--- src/rtl/fbf_pkg.sv ---
// ----------------------------------------------------------------------------
// Formant filter bank package
// Shared widths, register and step codes, step bundle and saturation helper.
// ----------------------------------------------------------------------------
package fbf_pkg;

   // default parameter values
   localparam int SAMPLE_BITS_DEF    = 24;
   localparam int COEF_FRAC_BITS_DEF = 18;
   localparam int CHANNELS_DEF       = 2;

   // band structure
   localparam int BANDS  = 3;
   localparam int BAND_W = 2;
   localparam logic [BAND_W-1:0] BAND_LAST = BAND_W'(BANDS - 1);

   // register layout
   localparam int COEF_FIELD_W = 20;
   localparam int COEF_REG_W   = 3 * COEF_FIELD_W;
   localparam int GAIN_FIELD_W = 16;
   localparam int GAIN_FRAC_W  = 12;
   localparam int GAIN_REG_W   = BANDS * GAIN_FIELD_W;
   localparam logic [GAIN_REG_W-1:0] GAIN_RESET = 48'h1000_1000_1000;

   // configuration port
   localparam int CSR_INDEX_W = 3;
   localparam int CSR_DATA_W  = 64;
   localparam logic [CSR_INDEX_W-1:0] REG_BAND_ONE   = 3'd0;
   localparam logic [CSR_INDEX_W-1:0] REG_BAND_TWO   = 3'd1;
   localparam logic [CSR_INDEX_W-1:0] REG_BAND_THREE = 3'd2;
   localparam logic [CSR_INDEX_W-1:0] REG_GAINS      = 3'd3;

   // datapath widths: delay words Q9.31, split multiplies in two halves
   localparam int WORD_W      = 40;
   localparam int WORD_FRAC_W = 31;
   localparam int HALF_W      = WORD_W / 2;
   localparam int MUL_W       = HALF_W + 1;
   localparam int PART_W      = 2 * MUL_W;
   localparam int PROD_W      = 61;
   localparam int SUM_W       = PROD_W + 1;
   localparam int ACC_W       = WORD_W + GAIN_FIELD_W - GAIN_FRAC_W + 2;

   // operation within one band
   localparam int OP_W = 2;
   localparam logic [OP_W-1:0] OP_B0   = 2'd0;
   localparam logic [OP_W-1:0] OP_A1   = 2'd1;
   localparam logic [OP_W-1:0] OP_A2   = 2'd2;
   localparam logic [OP_W-1:0] OP_GAIN = 2'd3;

   // phase within one operation
   localparam int PH_W = 2;
   localparam logic [PH_W-1:0] PH_LO  = 2'd0;
   localparam logic [PH_W-1:0] PH_HI  = 2'd1;
   localparam logic [PH_W-1:0] PH_SUM = 2'd2;

   // step broadcast from the sequencer to every lane
   typedef struct packed {
      logic              start;
      logic              run;
      logic [BAND_W-1:0] band;
      logic [OP_W-1:0]   op;
      logic [PH_W-1:0]   phase;
   } step_type;

   // clamp a wide sum to the signed delay word range
   function automatic logic signed [WORD_W-1:0] sat_word(input logic signed [SUM_W-1:0] v);
      logic [SUM_W-WORD_W:0] top;
      top = v[SUM_W-1:WORD_W-1];
      if ((&top) || !(|top)) begin
         return v[WORD_W-1:0];
      end
      return {v[SUM_W-1], {(WORD_W-1){~v[SUM_W-1]}}};
   endfunction

endpackage

--- src/rtl/fbf_merge.sv ---
// ----------------------------------------------------------------------------
// Formant filter bank merge stage
// Collects the lane results into one output beat and holds it until taken.
// ----------------------------------------------------------------------------
module fbf_merge #(
   parameter int SAMPLE_BITS = fbf_pkg::SAMPLE_BITS_DEF,
   parameter int CHANNELS    = fbf_pkg::CHANNELS_DEF,
   parameter int TDATA_W     = ((CHANNELS * SAMPLE_BITS + 7) / 8) * 8
) (
   input  logic                                  clock,
   input  logic                                  reset,
   input  logic                                  load,
   input  logic [CHANNELS-1:0][SAMPLE_BITS-1:0]  lane_results,
   output logic                                  can_load,
   output logic                                  rsp_tvalid,
   input  logic                                  rsp_tready,
   output logic [TDATA_W-1:0]                    rsp_tdata
);
   import fbf_pkg::*;

   logic                                 valid_ff, valid_in;
   logic [CHANNELS*SAMPLE_BITS-1:0]      data_ff, data_in;

   // room when empty or the held beat leaves now
   assign can_load = !valid_ff || rsp_tready;

   always_comb begin
      valid_in = valid_ff;
      data_in  = data_ff;
      if (rsp_tready) begin
         valid_in = 1'b0;
      end
      if (load) begin
         valid_in = 1'b1;
         data_in  = lane_results;
      end
   end

   always_ff @(posedge clock) begin
      if (reset) begin
         valid_ff <= 1'b0;
      end else begin
         valid_ff <= valid_in;
      end
      data_ff <= data_in;
   end

   assign rsp_tvalid = valid_ff;
   assign rsp_tdata  = TDATA_W'(data_ff);

endmodule
--- config.mk ---
export PLATFORM = sky130hd
export DESIGN_NAME = fbf_merge
export DESIGN_NICKNAME = d
export VERILOG_FILES = /design/src/rtl/fbf_pkg.sv /design/src/rtl/fbf_merge.sv
export SDC_FILE = /design/constraint.sdc
export NUM_CORES = 1
export LEC_CHECK = 0
export BUFFER_PORTS_ARGS = -buffer_cell sky130_fd_sc_hd__buf_2
export CAP_MARGIN = 20
export CORE_ASPECT_RATIO = 0.5
export CORE_UTILIZATION = 43
export CTS_CLUSTER_DIAMETER = 50
export DETAILED_ROUTE_END_ITERATION = 6
export PLACE_DENSITY = 0.79
export SKIP_CTS_REPAIR_TIMING = 1
export SYNTH_ARGS = -nofsm -noshare
export SYNTH_HDL_FRONTEND = slang
export SYNTH_SLANG_ARGS = --single-unit
--- constraint.sdc ---
create_clock -name clock -period 1.16 [get_ports clock]
set_clock_uncertainty 0.15 [all_clocks]
set_input_delay 0 -clock clock [delete_from_list [all_inputs] [get_ports clock]]
set_output_delay 0 -clock clock [all_outputs]
set_load 0.05 [all_outputs]
# After elaboration in Yosys (flattened, before gate mapping)
# Index checks and enable logic that the tools add are counted.
# W data, S select, Z words.
[op_classes] muxes=2 reduce_logical=3
[ops] operator="$mux W1" n=2
[ops] operator="$reduce_bool A2 Y1" n=1
[ops] operator="$logic_not A1 Y1" n=1
[ops] operator="$logic_or A1 B1 Y1" n=1
[totals] register_bits=49 input_bits=52 elab_cells=7

# Logic depth before layout (Yosys ltp)
[depth] depth_word=2 mapped_depth=2

# Least setup slack after synthesis
# No wires, ideal clock.
[synth_path] path_kind="reg2reg" from="register rsp_tvalid (netlist name)" to="register valid_ff (netlist: rsp_tvalid)" setup_time_ps=67 t_arrival_ps=1037 required_ps=943 setup_slack_ps=-94 path_stages_with_launch=3 path_buffers=0 period_less_slack_ps=1254 cell_sequence="dfxtp_1 > nand2b_4 > a21oi_2"
[synth_lines] element="end signal: assignment" line="fbf_merge.sv:43" text="valid_ff <= valid_in;"
[synth_lines] element="end: declaration" line="fbf_merge.sv:21" text="logic valid_ff, valid_in;"

# Worst setup path in the final report
[layout_path] from="input port rsp_tready" to="output port can_load"
[layout_via] elab_chain_cells=1
[layout_rtl] element="start: declaration" line="fbf_merge.sv:16" text="input logic rsp_tready,"
[layout_rtl] element="$logic_or A1 B1 Y1" line="fbf_merge.sv:25" text="assign can_load = !valid_ff || rsp_tready;"
[layout_rtl] element="end: declaration" line="fbf_merge.sv:14" text="output logic can_load,"
# Every way passes these cells.

==> metrics.cfg <==
[run_status]
outcome = finished, final reports clean

[routing]
drt-total-wl_um = 3945
vias = 1119
ant_nets = 0
wl_per_cell_um = 15.65
post_drt_via_cell_ratio = 4.440
dr.pass1.iters = 4
route.detailed.drc = 0
drt-initial-drc-count = 57

[job]
cap_violations = 0

[worst_setup_path]
end_kind = primary output
crit_required_ns = 1.01
slowest_stage = dlygate4sd3_1
crit_path_frequent_cell = buf_2
worstSetupPathType = in2out
start_kind = primary input
cp_max_fo = 2
critPathMaxStageDelay_ns = 0.54
crit_chain = dlygate4sd3_1, buf_2, nand2b_4, buf_2
crit_arrival_ns = 1.01

[power_and_ir_drop]
p_sw_mw = 1.207
p_comb_share_pct = 22.6
sw_frac_of_total_pct = 30.33
intPower_mw = 2.772
vdd_drop_max_mv = 0.8793
p_per_area_mw_per_mm2 = 1504
clkPwrFrac_pct = 23.8
p_leak_nw = 1.151
pwr-share-seq_pct = 53.6

[yosys]
synth_simple_gate_area_share_pct = 0.9251
synthMuxAreaShare_pct = 0
ys_ff_latch = 49
ys_seq_area_share_pct = 98.23
synth_nets = 104
synth_cells = 52
synth_compound_area_share_pct = 0.5887
synth_top_family_by_area = simple AND/OR/NAND/NOR gates
yosysUniqueCellTypes = 5
synth_area_mm2 = 0.001488
postSynthAreaPerCell_um2 = 28.61
synthAdderAreaFrac_pct = 0
synth_xor_xnor_area_share_pct = 0
yosysWarningCount = 0

[sta]
slew-limit-headroom_pct = 81.71
final_max_slew_viol_count = 0
fin_crit_sh_pct = 99.82
timing.fmax_ghz = 0.8636
period_needed_ns = 1.158
setup-violations-final = 0
timing.final.hold_violations = 0
tightest_slew_ns = 0.2763
fin_tns_setup_ns = 0

[grt]
use_met1_pct = 17.02
busiest_layer = met2
overflow = 0
grt_util_met2_pct = 27.58
met3_usage_pct = 5.333
grt_antenna_before_repair = 0
grt_pass1_wl_um = 3946
track_usage_pct = 14.90
first_global_vias = 840
grt_max_degree = 50

[layout]
diodes = 0
ff_latch_area_mm2 = 0.001463
drive_above_1_share_pct = 52.36
multiInputGateArea_um2 = 22.52
final_common_cell = buf_2
final_util_pct = 83.93
nets = 263
fillers = 162
final_cell_mix = buf_2, dlygate4sd3_1, edfxtp_1, clkbuf_8, clkinv_1
area_growth_pct = 77.88

[clock_network]
h-tree-depth = 2
cts_buffers = 5
clock_insertion_delay_worst_skew_ns = 0.29
cts_root_buf = clkbuf_8
cts_tree = yes
clkSinkCount = 49
cts.reportedPaths.clkPinSlew_ns = 0.08
clock_path_buffers = 2

[hold_path]
hold_class = in2reg

[floorplan]
ioPinCount = 102
dieArea_mm2 = 0.003713
die_h_um = 43.59
fp.coreArea_mm2 = 0.003153
rows = 14
initial_utilization_pct = 47.18
fp.dieW_um = 85.19

[place]
io_buffer_count = 101
place.gp.congestion = 0.6583

[cells by family (layout without fill, tap and decap cells)]
group / after synthesis / after routing
AOI/OAI and AO/OA: 1 / 1
buffers and inverters: 1 / 161
DFF: 49 / 49
and+or+nand+nor: 1 / 1
[worst max-delay path: cells and delay by family]
kind	cells	cell delay [ns]
and+or+nand+nor	1	0.14
buffers and inverters	3	0.87
[cell usage after synthesis]
master,instances,area [um2]
edfxtp_1,48,1441
a21oi_2,1,8.760
dfxtp_1,1,20.02
inv_1,1,3.750
nand2b_4,1,13.76
[final timing paths]
check | depth (start not counted) | to | from | slack (ns)
min reg2reg | 2 | rsp_tvalid | rsp_tvalid | 0.34
max reg2reg | 2 | rsp_tvalid | rsp_tvalid | 0.40
min | 4 | rsp_tvalid | load | 0.05
max | 4 | can_load | rsp_tready | 0.002
[per-stage QoR]
step	instance area (um2)	worst slack [ns]	power, mW	instances	hold slack (ns)
floorplan	1489	0.1140	2.678	52	-0.09492
global placement	2064	0.3304	2.911	194	0.007327
detailed placement	2064	0.3127	2.923	194	0.005691
CTS	2146	0.05518	3.821	202	-0.2998
global route	2646	-0.02225	4.107	252	0.05120
finish	2646	0.002064	3.979	252	0.04851
[flip-flops by register name, indices dropped and copies added, names as in the netlist]
signal,flops
rsp_tdata,48
rsp_tvalid,1
[power by group through the flow]
stage	clock (mW)	sequential (mW)	combinational (mW)
after floorplan	0	2.67	0.0121
after global placement	0	2.16	0.749
after detailed placement	0	2.17	0.756
after CTS	0.937	2.13	0.757
after global routing	1.04	2.15	0.925
final	0.947	2.13	0.898
[area by class of cell]
class,instances,area share [%]
well taps,40,1.891
flip-flops and latches,49,55.27
repair buffers,152,38.77
multi-input cells,2,0.8511
clock inverters,3,0.4728
inverters,1,0.1418
clock buffers,5,2.600
[metal layers]
metal,wire [um],vias to the layer above,share of wire [%]
met5,0,-,0
met4,48,0,1.2
met3,157,4,4.0
met2,2164,35,55
met1,1575,558,40
li1,-,522,-
Note: power is estimated with default switching activity, not from simulation.
