[src/rtl/fbf_pkg.sv]
// ----------------------------------------------------------------------------
// Formant filter bank package
// Shared widths, register and step codes, step bundle and saturation helper.
// ----------------------------------------------------------------------------
package fbf_pkg;

   // default parameter values
   localparam int SAMPLE_BITS_DEF    = 24;
   localparam int COEF_FRAC_BITS_DEF = 18;
   localparam int CHANNELS_DEF       = 2;

   // band structure
   localparam int BANDS  = 3;
   localparam int BAND_W = 2;
   localparam logic [BAND_W-1:0] BAND_LAST = BAND_W'(BANDS - 1);

   // register layout
   localparam int COEF_FIELD_W = 20;
   localparam int COEF_REG_W   = 3 * COEF_FIELD_W;
   localparam int GAIN_FIELD_W = 16;
   localparam int GAIN_FRAC_W  = 12;
   localparam int GAIN_REG_W   = BANDS * GAIN_FIELD_W;
   localparam logic [GAIN_REG_W-1:0] GAIN_RESET = 48'h1000_1000_1000;

   // configuration port
   localparam int CSR_INDEX_W = 3;
   localparam int CSR_DATA_W  = 64;
   localparam logic [CSR_INDEX_W-1:0] REG_BAND_ONE   = 3'd0;
   localparam logic [CSR_INDEX_W-1:0] REG_BAND_TWO   = 3'd1;
   localparam logic [CSR_INDEX_W-1:0] REG_BAND_THREE = 3'd2;
   localparam logic [CSR_INDEX_W-1:0] REG_GAINS      = 3'd3;

   // datapath widths: delay words Q9.31, split multiplies in two halves
   localparam int WORD_W      = 40;
   localparam int WORD_FRAC_W = 31;
   localparam int HALF_W      = WORD_W / 2;
   localparam int MUL_W       = HALF_W + 1;
   localparam int PART_W      = 2 * MUL_W;
   localparam int PROD_W      = 61;
   localparam int SUM_W       = PROD_W + 1;
   localparam int ACC_W       = WORD_W + GAIN_FIELD_W - GAIN_FRAC_W + 2;

   // operation within one band
   localparam int OP_W = 2;
   localparam logic [OP_W-1:0] OP_B0   = 2'd0;
   localparam logic [OP_W-1:0] OP_A1   = 2'd1;
   localparam logic [OP_W-1:0] OP_A2   = 2'd2;
   localparam logic [OP_W-1:0] OP_GAIN = 2'd3;

   // phase within one operation
   localparam int PH_W = 2;
   localparam logic [PH_W-1:0] PH_LO  = 2'd0;
   localparam logic [PH_W-1:0] PH_HI  = 2'd1;
   localparam logic [PH_W-1:0] PH_SUM = 2'd2;

   // step broadcast from the sequencer to every lane
   typedef struct packed {
      logic              start;
      logic              run;
      logic [BAND_W-1:0] band;
      logic [OP_W-1:0]   op;
      logic [PH_W-1:0]   phase;
   } step_type;

   // clamp a wide sum to the signed delay word range
   function automatic logic signed [WORD_W-1:0] sat_word(input logic signed [SUM_W-1:0] v);
      logic [SUM_W-WORD_W:0] top;
      top = v[SUM_W-1:WORD_W-1];
      if ((&top) || !(|top)) begin
         return v[WORD_W-1:0];
      end
      return {v[SUM_W-1], {(WORD_W-1){~v[SUM_W-1]}}};
   endfunction

endpackage

[src/rtl/fbf_ctrl.sv]
// ----------------------------------------------------------------------------
// Formant filter bank sequencer
// Walks bands, operations and multiply phases for all lanes in lockstep.
// ----------------------------------------------------------------------------
module fbf_ctrl (
   input  logic              clock,
   input  logic              reset,
   input  logic              req_tvalid,
   output logic              req_tready,
   input  logic              can_load,
   output logic              out_load,
   output fbf_pkg::step_type step
);
   import fbf_pkg::*;

   localparam int ST_W = 2;
   localparam logic [ST_W-1:0] ST_IDLE = 2'd0;
   localparam logic [ST_W-1:0] ST_RUN  = 2'd1;
   localparam logic [ST_W-1:0] ST_DONE = 2'd2;

   logic [ST_W-1:0]   state_ff, state_in;
   logic [BAND_W-1:0] band_ff, band_in;
   logic [OP_W-1:0]   op_ff, op_in;
   logic [PH_W-1:0]   phase_ff, phase_in;

   assign req_tready = (state_ff == ST_IDLE);
   assign out_load   = (state_ff == ST_DONE) && can_load;

   // advance through phase, operation and band
   always_comb begin
      state_in   = state_ff;
      band_in    = band_ff;
      op_in      = op_ff;
      phase_in   = phase_ff;
      step.start = 1'b0;
      step.run   = (state_ff == ST_RUN);
      step.band  = band_ff;
      step.op    = op_ff;
      step.phase = phase_ff;
      unique case (state_ff)
         ST_IDLE: begin
            if (req_tvalid) begin
               step.start = 1'b1;
               state_in   = ST_RUN;
               band_in    = '0;
               op_in      = OP_B0;
               phase_in   = PH_LO;
            end
         end
         ST_RUN: begin
            if (phase_ff == PH_SUM) begin
               phase_in = PH_LO;
               if (op_ff == OP_GAIN) begin
                  op_in = OP_B0;
                  if (band_ff == BAND_LAST) begin
                     state_in = ST_DONE;
                  end else begin
                     band_in = band_ff + 1'b1;
                  end
               end else begin
                  op_in = op_ff + 1'b1;
               end
            end else begin
               phase_in = phase_ff + 1'b1;
            end
         end
         ST_DONE: begin
            if (can_load) begin
               state_in = ST_IDLE;
            end
         end
         default: begin
            state_in = ST_IDLE;
         end
      endcase
   end

   always_ff @(posedge clock) begin
      if (reset) begin
         state_ff <= ST_IDLE;
         band_ff  <= '0;
         op_ff    <= OP_B0;
         phase_ff <= PH_LO;
      end else begin
         state_ff <= state_in;
         band_ff  <= band_in;
         op_ff    <= op_in;
         phase_ff <= phase_in;
      end
   end

   // accepted beat starts a run
   a_accept_runs: assert property (@(posedge clock) disable iff (reset)
      req_tvalid && req_tready |=> state_ff == ST_RUN)
      else $error("accepted beat did not start a run");

   // band counter stays within the bank while running
   a_band_range: assert property (@(posedge clock) disable iff (reset)
      state_ff == ST_RUN |-> band_ff <= BAND_LAST)
      else $error("band counter out of range");

   // result is offered only after the last gain step of the last band
   a_done_entry: assert property (@(posedge clock) disable iff (reset)
      $rose(state_ff == ST_DONE) |-> $past(band_ff) == BAND_LAST &&
      $past(op_ff) == OP_GAIN && $past(phase_ff) == PH_SUM)
      else $error("run finished early");

endmodule

[config.mk]
export PLATFORM = sky130hd
export DESIGN_NAME = fbf_ctrl
export DESIGN_NICKNAME = d
export VERILOG_FILES = /design/src/rtl/fbf_pkg.sv /design/src/rtl/fbf_ctrl.sv
export SDC_FILE = /design/constraint.sdc
export NUM_CORES = 1
export LEC_CHECK = 0
export BUFFER_PORTS_ARGS = -buffer_cell sky130_fd_sc_hd__buf_2
export CELL_PAD_IN_SITES_DETAIL_PLACEMENT = 0
export CELL_PAD_IN_SITES_GLOBAL_PLACEMENT = 1
export CORE_MARGIN = 2
export CORE_UTILIZATION = 35
export DETAILED_ROUTE_END_ITERATION = 6
export PLACE_DENSITY_LB_ADDON = 0.15
export SLEW_MARGIN = 40
export SYNTH_ARGS = -nofsm -noshare
export SYNTH_HDL_FRONTEND = slang
export SYNTH_SLANG_ARGS = --single-unit
export TNS_END_PERCENT = 100
[constraint.sdc]
create_clock -name clock -period 2 [get_ports clock]
set_clock_uncertainty 0.05 [all_clocks]
set_input_delay 0.1 -clock clock [delete_from_list [all_inputs] [get_ports clock]]
set_output_delay 0.1 -clock clock [all_outputs]
set_load 0.01 [all_outputs]
======== Word level (Yosys, flattened, before mapping) ========
Index checks and enable logic that the tools add are counted.
operators by class
  $add $sub $neg .......................... 3
  equal/unequal tests ..................... 11
  mux-type cells .......................... 18
  reductions and logical operators ........ 7
operator list
  cell                 count
  $mux 2               12
  $pmux 2 s2           3
  $reduce_and 5->1     2
  $eq 2x2->1 const B   4
  $add 2x1->2 const B  3
  $ne 2x1->1 const B   3
  $ne 2x2->1 const B   3
  $pmux 2 s3           1
  $reduce_and 3->1     1
  $eq 2x1->1 const B   1
  $logic_not 2->1      1
  $mux 1               2
  $reduce_and 2->1     1
  $reduce_bool 2->1    1
  $logic_and 1x1->1    1
storage, ports and cells
  register bits ........................... 8
  bits of input ports ..................... 4
  output and inout bits ................... 10
  word-level logic and storage cells ...... 43

======== Longest topological paths before layout ========
  word-level depth ........................ 5
  depth in mapped cells ................... 5
  depth with buffers taken out ............ 5

======== Worst setup path before layout ========
No wires, ideal clock.
  path kind ............................... reg-to-reg
  start point ............................. register band_ff[0]
  end point ............................... register band_ff[0]
  setup time .............................. 72 ps
  arrival time ............................ 1187 ps
  data required time ...................... 1878 ps
  setup slack ............................. 692 ps
  stages on the path, launching flop included .. 6
  buffers on the path ..................... 0
  clock period less this slack ............ 1308 ps
  path through ............................ dfxtp_1 -> inv_1 -> ha_1 -> nand2b_1 -> a22oi_4 -> mux2i_1
on the way
  longest elaborated chain between the ends .. 5
  elaborated cells on any way between the ends .. 8
  those cells by class .................... add/sub: 1; eq/ne: 2; mux: 4; reduce/logical: 1
RTL lines
  what                    line            RTL
  from (decl)             fbf_ctrl.sv:22  logic [BAND_W-1:0] band_ff, band_in;
  from (signal assigned)  fbf_ctrl.sv:86  band_ff <= band_in;
  $add 2x1->2             fbf_ctrl.sv:58  band_in = band_ff + 1'b1;
  $mux 2                  fbf_ctrl.sv:55  if (band_ff == BAND_LAST) begin
  $mux 2                  fbf_ctrl.sv:53  if (op_ff == OP_GAIN) begin
  $mux 2                  fbf_ctrl.sv:51  if (phase_ff == PH_SUM) begin
  $pmux 2 s2              fbf_ctrl.sv:40  unique case (state_ff)
Several ways; a longest one is shown, not always the timed one. The select of a mux whose other input is x is not followed.
A chain may end at the register's enable or synchronous reset.

==> run metrics <==
result of the run=finished, final reports clean; cell taking the most area after synthesis=dfxtp_1; number of standard cells after synthesis=53; depth of the worst hold-timing path=2; die area=about 0.0016 sq mm; Setup TNS=0 ns; biggest area contributors in the synthesized netlist=dfxtp_1 (35%), mux2i_1 (6.5%), nor2_1 (5.7%); slew at the pin closest to its max-slew limit=about 0.42 ns; startpoint types=flop; pin count of the biggest net entering global routing=14; worst min-delay path endpoint=state_ff[1]; cell area after placement=around 520 sq um; terminus of the critical flop-to-flop path=band_ff[0]; share of the yosys chip area belonging to registers=0.3488; Initial DRC Count=7; antenna violations before repair=0; CTS tree=done; reg2reg path depth=3; power density over the cells=approximately 620 mW/mm^2; number of max-slew violations in the final report=0; leakage dissipation=~0.23 nW; remaining number of nets flagged by the antenna check after routing=0; kind of path behind the tightest hold check=input pin to flop; share of flip-flops with an asynchronous set or reset after synthesis=0; Final setup violation count=0; global placer's final weighted congestion=0.6643; maximum level of the CTS H-tree=1; CP Data Required Time=around 1.9 ns; DRC violation count after routing=0; number of fill cells=140; Post-synth EDFFs=0; data arrival at the endpoint of the critical path=1.33 ns; via count of the routed design=390; hold-fix buffer count after cts=0; Worst Setup End Kind=output port; Clk pin slew, worst setup/hold paths=~0.05 ns; area of the mapped netlist=459.2 sq um; first-pass GRT wire length=between 1000 and 1500 um; count of different cell masters after synthesis=24; type of the worst setup path=flop to output port; top-count cell post-synth=dfxtp_1; Avg WL per Cell=~11 um; starting density of the core=0.3619; highest net fanout along the worst path=13; worst vdd rail ir drop=approximately 0.28 mV; overall fraction of global-route tracks in use=0.1325; dpl hpwl=about 650 um; clock latency at the later pin of the worst-skew pair=0.25 ns; number of synthesized register bits=8; clock buffer depth=2; number of rows in the core area=13; worst min-delay path startpoint=reset; final-report hold violation count=0; Inserted Clock Buffers=3; total core area=0.001269 sq mm; time the final worst path needs with I/O delays and setup=between 1 and 1.5 ns; count of max-cap constraint violations=0; share of cells above drive strength 1=0.2769; most frequent cells after synthesis=dfxtp_1 (8), nor2_1 (7), nand2_1 (4), nand3_1 (4); Setup Fix Bufs, Post-CTS=0; setup repair after global routing missed its margin=false; startpoint of the worst-slack reg-to-reg timing path=state_ff[0]; detailed-router iteration count before antenna repair=3; power consumption=~0.34 mW; count of cells resized by post-cts repair=0; TritonCTS sink count=8; Total Routed Length=between 800 and 900 um; per-instance average area after synthesis=about 8.7 sq um; Clock Tree Root=clkbuf_4; post-synthesis net count=59; Slew HR=0.7164; warning count from the yosys run=0; IO Pins=14; number of input and output port buffers inserted=13; count of nets after finishing=between 70 and 80; GRT Residual Overflow=0; slack of the worst reg-to-reg path=0.61 ns; number of global-route vias before repair=334; overall die width=between 40 and 50 um; final worst path period share=0.7396; top cell type's share of synthesized area=0.3488; Area Growth Syn to Fin=17.17%; average vias per placed instance=approximately 4.9; vertical extent of the die=between 40 and 50 um; antenna fix cells=0; cell area after layout=538.0 sq um; commonest register cell after synthesis=dfxtp_1; maximum achievable frequency=just under 700 MHz
[critical path, stage by stage (launching register included)]
cell     delay (ns)
dfxtp_1        0.43
or3b_4         0.47
inv_1          0.06
buf_2          0.12
[area by class of cell]
class / count / area [sq um] / area share
sequential: 8 / 160.2 / 0.2977
tap: 15 / 18.77 / 0.03488
timing repair buffer: 13 / 65.06 / 0.1209
inverter: 3 / 11.26 / 0.02093
clock buffer: 3 / 22.52 / 0.04186
multi-input combinational: 38 / 260.3 / 0.4837
[sequential cells by signal (all words and copies together), names as in the netlist]
name / count
band_ff: 2
op_ff: 2
phase_ff: 2
state_ff: 2
[worst max-delay path by stage]
stage / from / endpoint / slack (ns)
global route: state_ff[0] / step[7] / 0.46
detailed placement: state_ff[0] / band_ff[0] / 0.60
CTS: state_ff[0] / step[7] / 0.51
finish: state_ff[0] / step[7] / 0.52
floorplan: band_ff[0] / band_ff[0] / 0.69
global placement: state_ff[0] / band_ff[1] / 0.63
[placed cells by master (no fill, tap or decap), types with 2 or more instances in the layout]
cell,count
a21oi_1,3
buf_2,13
clkbuf_4,3
dfxtp_1,8
ha_1,2
inv_1,3
mux2i_1,3
nand2_1,4
nand2b_1,2
nand3_1,4
nand4b_1,2
nor2_1,7
nor2b_1,2
[kinds of logic after synthesis]
family / share of synthesized area
and+or+nand+nor: 0.3352
AOI/OAI and AO/OA: 0.1117
adders and majority gates: 0.05449
buffers and inverters: 0.08445
muxes: 0.06540
DFF: 0.3488
[layer usage]
metal,up-vias,share of wire,track usage
met5,-,0,0
li1,206,-,-
met2,9,0.43,0.1895
met1,175,0.52,0.1892
met4,0,0,0.05000
met3,0,0.051,0.03333
[through the flow]
stage,setup slack (ns),hold WS [ns],cells,util
floorplan,0.6917,0.2214,53,-
global placement,0.6295,0.3325,77,0.4063
detailed placement,0.6043,0.3343,77,0.4063
CTS,0.5052,0.06577,80,0.4241
global route,0.4629,0.07741,80,0.4241
finish,0.5207,0.06705,80,0.4241
[power breakdown]
group          switching (mW)  internal, mW  total (mW)
clock                  0.0525        0.0685       0.121
combinational          0.0207        0.0205      0.0412
sequential            0.00880         0.164       0.173
Power figures use the tool's default switching activity.
