[src/rtl/fbf_pkg.sv]
// ----------------------------------------------------------------------------
// Formant filter bank package
// Shared widths, register and step codes, step bundle and saturation helper.
// ----------------------------------------------------------------------------
package fbf_pkg;

   // default parameter values
   localparam int SAMPLE_BITS_DEF    = 24;
   localparam int COEF_FRAC_BITS_DEF = 18;
   localparam int CHANNELS_DEF       = 2;

   // band structure
   localparam int BANDS  = 3;
   localparam int BAND_W = 2;
   localparam logic [BAND_W-1:0] BAND_LAST = BAND_W'(BANDS - 1);

   // register layout
   localparam int COEF_FIELD_W = 20;
   localparam int COEF_REG_W   = 3 * COEF_FIELD_W;
   localparam int GAIN_FIELD_W = 16;
   localparam int GAIN_FRAC_W  = 12;
   localparam int GAIN_REG_W   = BANDS * GAIN_FIELD_W;
   localparam logic [GAIN_REG_W-1:0] GAIN_RESET = 48'h1000_1000_1000;

   // configuration port
   localparam int CSR_INDEX_W = 3;
   localparam int CSR_DATA_W  = 64;
   localparam logic [CSR_INDEX_W-1:0] REG_BAND_ONE   = 3'd0;
   localparam logic [CSR_INDEX_W-1:0] REG_BAND_TWO   = 3'd1;
   localparam logic [CSR_INDEX_W-1:0] REG_BAND_THREE = 3'd2;
   localparam logic [CSR_INDEX_W-1:0] REG_GAINS      = 3'd3;

   // datapath widths: delay words Q9.31, split multiplies in two halves
   localparam int WORD_W      = 40;
   localparam int WORD_FRAC_W = 31;
   localparam int HALF_W      = WORD_W / 2;
   localparam int MUL_W       = HALF_W + 1;
   localparam int PART_W      = 2 * MUL_W;
   localparam int PROD_W      = 61;
   localparam int SUM_W       = PROD_W + 1;
   localparam int ACC_W       = WORD_W + GAIN_FIELD_W - GAIN_FRAC_W + 2;

   // operation within one band
   localparam int OP_W = 2;
   localparam logic [OP_W-1:0] OP_B0   = 2'd0;
   localparam logic [OP_W-1:0] OP_A1   = 2'd1;
   localparam logic [OP_W-1:0] OP_A2   = 2'd2;
   localparam logic [OP_W-1:0] OP_GAIN = 2'd3;

   // phase within one operation
   localparam int PH_W = 2;
   localparam logic [PH_W-1:0] PH_LO  = 2'd0;
   localparam logic [PH_W-1:0] PH_HI  = 2'd1;
   localparam logic [PH_W-1:0] PH_SUM = 2'd2;

   // step broadcast from the sequencer to every lane
   typedef struct packed {
      logic              start;
      logic              run;
      logic [BAND_W-1:0] band;
      logic [OP_W-1:0]   op;
      logic [PH_W-1:0]   phase;
   } step_type;

   // clamp a wide sum to the signed delay word range
   function automatic logic signed [WORD_W-1:0] sat_word(input logic signed [SUM_W-1:0] v);
      logic [SUM_W-WORD_W:0] top;
      top = v[SUM_W-1:WORD_W-1];
      if ((&top) || !(|top)) begin
         return v[WORD_W-1:0];
      end
      return {v[SUM_W-1], {(WORD_W-1){~v[SUM_W-1]}}};
   endfunction

endpackage

[src/rtl/fbf_lane.sv]
// ----------------------------------------------------------------------------
// Formant filter bank lane
// One channel: three band-pass biquads on a shared split multiplier,
// weighted band sum and output saturation.
// ----------------------------------------------------------------------------
module fbf_lane #(
   parameter int SAMPLE_BITS    = fbf_pkg::SAMPLE_BITS_DEF,
   parameter int COEF_FRAC_BITS = fbf_pkg::COEF_FRAC_BITS_DEF
) (
   input  logic                                                clock,
   input  logic                                                reset,
   input  fbf_pkg::step_type                                   step,
   input  logic [SAMPLE_BITS-1:0]                              sample,
   input  logic [fbf_pkg::BANDS-1:0][fbf_pkg::COEF_REG_W-1:0]  coeffs,
   input  logic [fbf_pkg::GAIN_REG_W-1:0]                      gains,
   output logic [SAMPLE_BITS-1:0]                              result
);
   import fbf_pkg::*;

   localparam int SAMPLE_SHIFT = WORD_FRAC_W + 1 - SAMPLE_BITS;

   logic        [SAMPLE_BITS-1:0] sample_ff, sample_in;
   logic signed [PART_W-1:0]      prod_ff, prod_in;
   logic signed [PART_W-1:0]      lo_ff, lo_in;
   logic signed [PROD_W-1:0]      bx_ff, bx_in;
   logic signed [WORD_W-1:0]      y_ff, y_in;
   logic signed [ACC_W-1:0]       acc_ff, acc_in;
   logic signed [WORD_W-1:0]      s1_ff [BANDS];
   logic signed [WORD_W-1:0]      s1_in [BANDS];
   logic signed [WORD_W-1:0]      s2_ff [BANDS];
   logic signed [WORD_W-1:0]      s2_in [BANDS];

   logic [COEF_REG_W-1:0]      band_coeffs;
   logic [GAIN_FIELD_W-1:0]    gain_field;
   logic signed [MUL_W-1:0]    mul_a;
   logic signed [MUL_W-1:0]    mul_b;
   logic signed [WORD_W-1:0]   x_word;
   logic signed [WORD_W-1:0]   operand;
   logic signed [PART_W-1:0]   mul_res;
   logic signed [PROD_W-1:0]   full;
   logic signed [PROD_W-1:0]   coef_scaled;
   logic signed [PROD_W-1:0]   gain_scaled;
   logic signed [ACC_W-1:0]    shifted;
   logic                       fits;

   // pick coefficient or gain for the current operation
   assign band_coeffs = coeffs[step.band];
   assign gain_field  = gains[step.band*GAIN_FIELD_W +: GAIN_FIELD_W];

   always_comb begin
      unique case (step.op)
         OP_B0:   mul_a = MUL_W'(signed'(band_coeffs[0*COEF_FIELD_W +: COEF_FIELD_W]));
         OP_A1:   mul_a = MUL_W'(signed'(band_coeffs[1*COEF_FIELD_W +: COEF_FIELD_W]));
         OP_A2:   mul_a = MUL_W'(signed'(band_coeffs[2*COEF_FIELD_W +: COEF_FIELD_W]));
         OP_GAIN: mul_a = signed'({{(MUL_W-GAIN_FIELD_W){1'b0}}, gain_field});
         default: mul_a = '0;
      endcase
   end

   // sample moved to Q9.31, then the low or the high half of the word by phase
   assign x_word  = WORD_W'(signed'(sample_ff)) <<< SAMPLE_SHIFT;
   assign operand = (step.op == OP_B0) ? x_word : y_ff;
   assign mul_b   = (step.phase == PH_LO) ?
                    signed'({1'b0, operand[HALF_W-1:0]}) :
                    signed'({operand[WORD_W-1], operand[WORD_W-1:HALF_W]});
   assign mul_res = mul_a * mul_b;

   // recombine the two partial products
   assign full        = PROD_W'(lo_ff) + (PROD_W'(prod_ff) <<< HALF_W);
   assign coef_scaled = full >>> COEF_FRAC_BITS;
   assign gain_scaled = full >>> GAIN_FRAC_W;

   // multiply phases and biquad updates
   always_comb begin
      sample_in = sample_ff;
      prod_in   = prod_ff;
      lo_in     = lo_ff;
      bx_in     = bx_ff;
      y_in      = y_ff;
      acc_in    = acc_ff;
      s1_in     = s1_ff;
      s2_in     = s2_ff;
      if (step.start) begin
         sample_in = sample;
         acc_in    = '0;
      end
      if (step.run) begin
         unique case (step.phase)
            PH_LO: begin
               prod_in = mul_res;
            end
            PH_HI: begin
               lo_in   = prod_ff;
               prod_in = mul_res;
            end
            PH_SUM: begin
               unique case (step.op)
                  OP_B0: begin
                     bx_in = coef_scaled;
                     y_in  = sat_word(SUM_W'(coef_scaled) + SUM_W'(s1_ff[step.band]));
                  end
                  OP_A1: begin
                     s1_in[step.band] = sat_word(SUM_W'(s2_ff[step.band]) -
                                                 SUM_W'(coef_scaled));
                  end
                  OP_A2: begin
                     s2_in[step.band] = sat_word(-SUM_W'(bx_ff) - SUM_W'(coef_scaled));
                  end
                  OP_GAIN: begin
                     acc_in = acc_ff + ACC_W'(gain_scaled);
                  end
                  default: ;
               endcase
            end
            default: ;
         endcase
      end
   end

   always_ff @(posedge clock) begin
      sample_ff <= sample_in;
      prod_ff   <= prod_in;
      lo_ff     <= lo_in;
      bx_ff     <= bx_in;
      y_ff      <= y_in;
      acc_ff    <= acc_in;
   end

   // delay words clear at reset
   always_ff @(posedge clock) begin
      if (reset) begin
         for (int b = 0; b < BANDS; b++) begin
            s1_ff[b] <= '0;
            s2_ff[b] <= '0;
         end
      end else begin
         s1_ff <= s1_in;
         s2_ff <= s2_in;
      end
   end

   // scale the band sum back to the sample and clamp
   assign shifted = acc_ff >>> SAMPLE_SHIFT;
   assign fits    = (&shifted[ACC_W-1:SAMPLE_BITS-1]) || !(|shifted[ACC_W-1:SAMPLE_BITS-1]);
   assign result  = fits ? shifted[SAMPLE_BITS-1:0] :
                    {shifted[ACC_W-1], {(SAMPLE_BITS-1){~shifted[ACC_W-1]}}};

endmodule

[config.mk]
export PLATFORM = sky130hd
export DESIGN_NAME = fbf_lane
export DESIGN_NICKNAME = d
export VERILOG_FILES = /design/src/rtl/fbf_pkg.sv /design/src/rtl/fbf_lane.sv
export SDC_FILE = /design/constraint.sdc
export NUM_CORES = 2
export LEC_CHECK = 0
export BUFFER_PORTS_ARGS = -buffer_cell sky130_fd_sc_hd__buf_4
export CAP_MARGIN = 5
export CORE_MARGIN = 10
export CORE_UTILIZATION = 40
export CTS_BUF_LIST = sky130_fd_sc_hd__clkbuf_4
export CTS_CLUSTER_SIZE = 20
export DETAILED_ROUTE_END_ITERATION = 10
export PLACE_DENSITY = 0.58
export SETUP_SLACK_MARGIN = 0.02
export SKIP_CTS_REPAIR_TIMING = 1
export SYNTH_ARGS = -nofsm -noshare
export SYNTH_HDL_FRONTEND = slang
export SYNTH_SLANG_ARGS = --single-unit
[constraint.sdc]
create_clock -name clock -period 9.1 [get_ports clock]
set_clock_uncertainty 0.05 [all_clocks]
set_input_delay 0.91 -clock clock [delete_from_list [all_inputs] [get_ports clock]]
set_output_delay 0.91 -clock clock [all_outputs]
set_load 0.05 [all_outputs]
# ---- Yosys cells after proc, flatten, opt, wreduce, memory -nomap -nowiden
# Cells that the tools add are included.
dict set report word_totals {
  reg_bits 477
  inputBits 262
  word_cells 102
}
dict set report classes {
  addsub 6
  n_mul 1
  order_cmp 3
  n_eq_ne 5
  shifts 1
  n_mux 44
  bitwise_logic 5
  reduce_logical 25
}
# operator count
set ops {}
lappend ops {{two-way mux 40 bit} 18}
lappend ops {{bitwise mux 120 bit} 2}
lappend ops {{two-way mux 46 bit} 4}
lappend ops {{binary-select mux 40 bit (select 2 bit)} 2}
lappend ops {{binary-select mux 60 bit (select 2 bit)} 1}
lappend ops {{case mux 21 bit (4 select lines)} 1}
lappend ops {{demux 40 bit (select 2 bit)} 1}
lappend ops {{AND reduction 23 bit} 3}
lappend ops {{OR reduction 23 bit} 3}
lappend ops {{negation 43 -> 62 bit} 1}
lappend ops {{subtractor 62 x 43 -> 62 bit} 1}
lappend ops {{adder 42 x 61 -> 61 bit} 1}
lappend ops {{two-way mux 60 bit} 1}
lappend ops {{indexed part select 48 x 7 -> 16 bit} 1}
lappend ops {{adder 46 bit} 1}
lappend ops {{adder 43 x 40 -> 44 bit} 1}
lappend ops {{subtractor 40 x 43 -> 44 bit} 1}
lappend ops {{multiplier 21 x 21 -> 42 bit} 1}
lappend ops {{two-way mux 24 bit} 1}
lappend ops {{two-way mux 21 bit} 1}
lappend ops {{AND reduction 15 bit} 1}
lappend ops {{OR reduction 15 bit} 1}
lappend ops {{two-way mux 1 bit} 12}
lappend ops {{AND reduction 3 bit} 3}
lappend ops {{13 further kinds} 27}

# ---- Logic depth before layout (Yosys ltp)
dict set report depth {
  depth_word 17
  depth_mapped 37
  ltp_nobuf 32
}

# ---- Least setup slack after synthesis
# Ideal clock, no wire load.
dict set report synth_timing {
  path_kind {input to register}
  from {input port step[5] (netlist bit)}
  to {register prod_ff[40] (data pin)}
  setup_time_ns 0.258
  arrival_ns 8.847
  required_time_ns 8.792
  path_slack_ns -0.055
  path_stages 33
  n_path_buf 4
  path_cell_list {clkbuf_1 clkbuf_1 buf_1 mux2i_1 o211ai_1 o21ai_0 o21ai_0 clkbuf_1 nand2_1 fa_1 inv_1 fa_1 inv_1 fa_1 inv_1 fa_1 fa_1 fa_1 inv_1 fa_1 inv_1 ha_1 and3_1 a31oi_1 o21ai_0 a221oi_1 a31oi_1 a21oi_1 a31oi_1 o21ai_0 o21bai_1 a21oi_1 xnor2_1}
}
dict set report synth_via {
  elab_chain_len 4
}
# element line_no
set synth_lines {}
lappend synth_lines {{from (decl)} fbf_lane.sv:12} ;# input fbf_pkg::step_type step,
lappend synth_lines {{parallel branches: the longest is 2 deep, another holds indexed part select 48 x 7 -> 16 bit} -}
lappend synth_lines {{case mux 21 bit (4 select lines) *} fbf_lane.sv:51} ;# unique case (step.op)
lappend synth_lines {{multiplier 21 x 21 -> 42 bit *} fbf_lane.sv:66} ;# assign mul_res = mul_a * mul_b;
lappend synth_lines {{via mul_res[40]} fbf_lane.sv:39} ;# logic signed [PART_W-1:0] mul_res;
lappend synth_lines {{to (signal assigned)} fbf_lane.sv:122} ;# prod_ff <= prod_in;
lappend synth_lines {{to (decl)} fbf_lane.sv:23} ;# logic signed [PART_W-1:0] prod_ff, prod_in;
# Mark *: on every way through the listed nets, which the timed path passes. The select of a mux whose other input is x is not followed.
# A chain may end at the register's enable or synchronous reset.

# ---- Worst setup path in the final report
# Ends and elaborated chain as after synthesis.

==> run metrics <==
GRT met2 Usage between 40% and 50%; post-layout util 46.3%; met3 Resource Use GR under 10%; Worst Path Max Fanout 28; setup violators final 0; DRC viols 0; I/O pin count ~290; Mapped Area ~0.048 mm^2; Hold Crit Depth 1; TritonCTS buffer count between 100 and 150; FF-to-FF path depth 26; Post-synth EDFFs ~180; Synth Register Bits roughly 470; critical path class input port to flip-flop; CP max-delay cell fa_1; main flop type after synthesis dfxtp_1; most used cell, CP fa_1; FFs w/ async S/R, synth 0%; CTS max path bufs 3; Pre-antenna DRT Iters 6; actual slew at the worst max-slew pin around 1100 ps; Syn-to-layout area delta 14.6%; Clk Latency, worst-skew pair approximately 1100 ps; fmax ~120 MHz; DP HPWL 138000 um; Critical Path RT around 9800 ps; Sequential cell area around 0.011 mm^2; via count approximately 42000; Cells after DPL 7388; share of layout cells above drive strength 1 between 10% and 20%; total grt overflow 0; nets around 7000; sequential share of the synthesized area around 23%; core area 0.119 mm^2; port bufs between 200 and 300; die width roughly 370 um; Synth cell types 86; share of the synthesized area in the top cell type between 10% and 20%; Worst setup EP type flip-flop; clock root cell clkbuf_4; Vias/cell between 5 and 6; ANT nets after route 0; first-pass GRT wire length ~260000 um; GP Congestion 0.958; Clock transition at path regs approximately 60 ps; most frequent cells in the layout inv_1, nand2_1, nor2_1; period utilization between 80 and 90%; pin count of the biggest net entering global routing 93; Fillers ~12000; setup TNS 0 ps; initial antenna violation count 5; outcome finished, final reports clean; Final Hold Fails 0; RSZ-0062 raised after global routing false; Wirelength per Cell between 20 and 25 um; Max-slew headroom 23.4%; Iter 0 DRT Violations about 3300; GRT Total Usage about a quarter; worst hold path class input port to flip-flop; Synth Warn # 0; max-capacitance violation count 0; max-slew violations 0; vias in the first global route approximately 41000; CP arrival 8850 ps; main area contributors after synthesis fa_1, dfxtp_1, edfxtp_1; most common cell after layout, fill and taps aside inv_1; Mapped Nets roughly 6700; CTS Sinks between 400 and 500; fin crit period between 8000 and 9000 ps; Die Span Y 366 um; GR peak layer met2; M1 GR Usage around 32%; Initial Util around 40%; max incr delay on CP about 560 ps; final WL between 150000 and 200000 um; # H-tree levels 4; die footprint 0.134 mm^2; synthesized netlist cell count around 5600; critical path startpoint category input port; final non-filler cell total approximately 7600; cell taking the most area after synthesis fa_1; mean post-synth cell area between 8 and 9 um^2; TritonCTS clock tree yes; num rows approximately 130; Multi-input gate area ~0.033 mm^2
## Yosys cell counts (8+ instances only)
master and number:
a211o_1 12, a211oi_1 122, a21o_1 141, a21oi_1 274, a31oi_1 30, and2_1 33, and3_1 24, and4_1 15
buf_1 31, buf_2 17, clkbuf_1 230, dfxtp_1 286, edfxtp_1 179, fa_1 451, ha_1 367, inv_1 670
mux2i_1 171, nand2_1 576, nand2b_1 59, nand3_1 92, nand4_1 36, nor2_1 541, nor2b_1 23, nor3_1 138
nor3b_1 13, nor4_1 10, o211ai_1 62, o21a_1 125, o21ai_0 351, o21ai_1 17, o21bai_1 34, o221a_2 24
o22ai_1 8, o31ai_1 8, or2_2 13, or3_1 17, xnor2_1 150, xor2_1 89
## worst paths after layout
path / from / endpoint / slack (ps)
worst max-delay path: step[5] / prod_ff[40] / 930
worst min-delay path: sample[10] / sample_ff[10] / 160
worst max register to register: prod_ff[3] / s2_ff[45] / 1200
worst min register to register: prod_ff[39] / lo_ff[39] / 370
## worst max-delay path, delay by kind of cell
family	cells	cell delay, ps
adder cells (fa/ha/maj)	8	3800
AO/OA/AOI/OAI	12	2770
buffers and inverters	7	780
AND/OR/NAND/NOR	2	280
multiplexers	1	180
XOR/XNOR	1	70
## cell type report
| cell class | count | area share, % |
|---|---|---|
| multi-input cells | 4159 | 60.8 |
| flip-flops and latches | 465 | 20.2 |
| repair buffers | 516 | 7.47 |
| inverters | 671 | 4.59 |
| well taps | 1600 | 3.64 |
| clock buffers | 192 | 2.62 |
| clock inverters | 39 | 0.629 |
| diodes | 6 | 0.0273 |
## registers in the layout, summed over array words and instances (netlist names)
name / flops
lo_ff: 30
bx_ff: 43
acc_ff: 46
s2_ff: 120
s1_ff: 120
sample_ff: 24
y_ff: 40
prod_ff: 42
## through the flow
step	setup WS (ps)	area (um^2)	hold WS, ps
2_1_floorplan	43.3	47900	350
3_3_place_gp	-34.2	52900	366
3_5_place_dp	-39.4	52900	365
4_1_cts	1030	54700	-143
5_1_grt	636	54900	48.8
6_report	926	54900	160
## logic make-up after synthesis
logic type | after synthesis | synth area share, %
flops | 465 | 23.2
compound gates | 1315 | 17.8
xor+xnor | 239 | 4.37
buf+inv | 954 | 7.57
simple gates | 1609 | 14.8
mux | 178 | 3.90
fa+ha+maj | 818 | 28.4
## layer usage
layer | vias to the layer above | part of all wire (%)
met2 | 1527 | 47
met5 | - | 0
li1 | 19700 | -
met1 | 20500 | 43
met4 | 0 | 4.2
met3 | 256 | 6.4
Power is left out: the tool's default activity adds up to more than one toggle a clock period on the data nets, which glitch-free logic cannot reach.
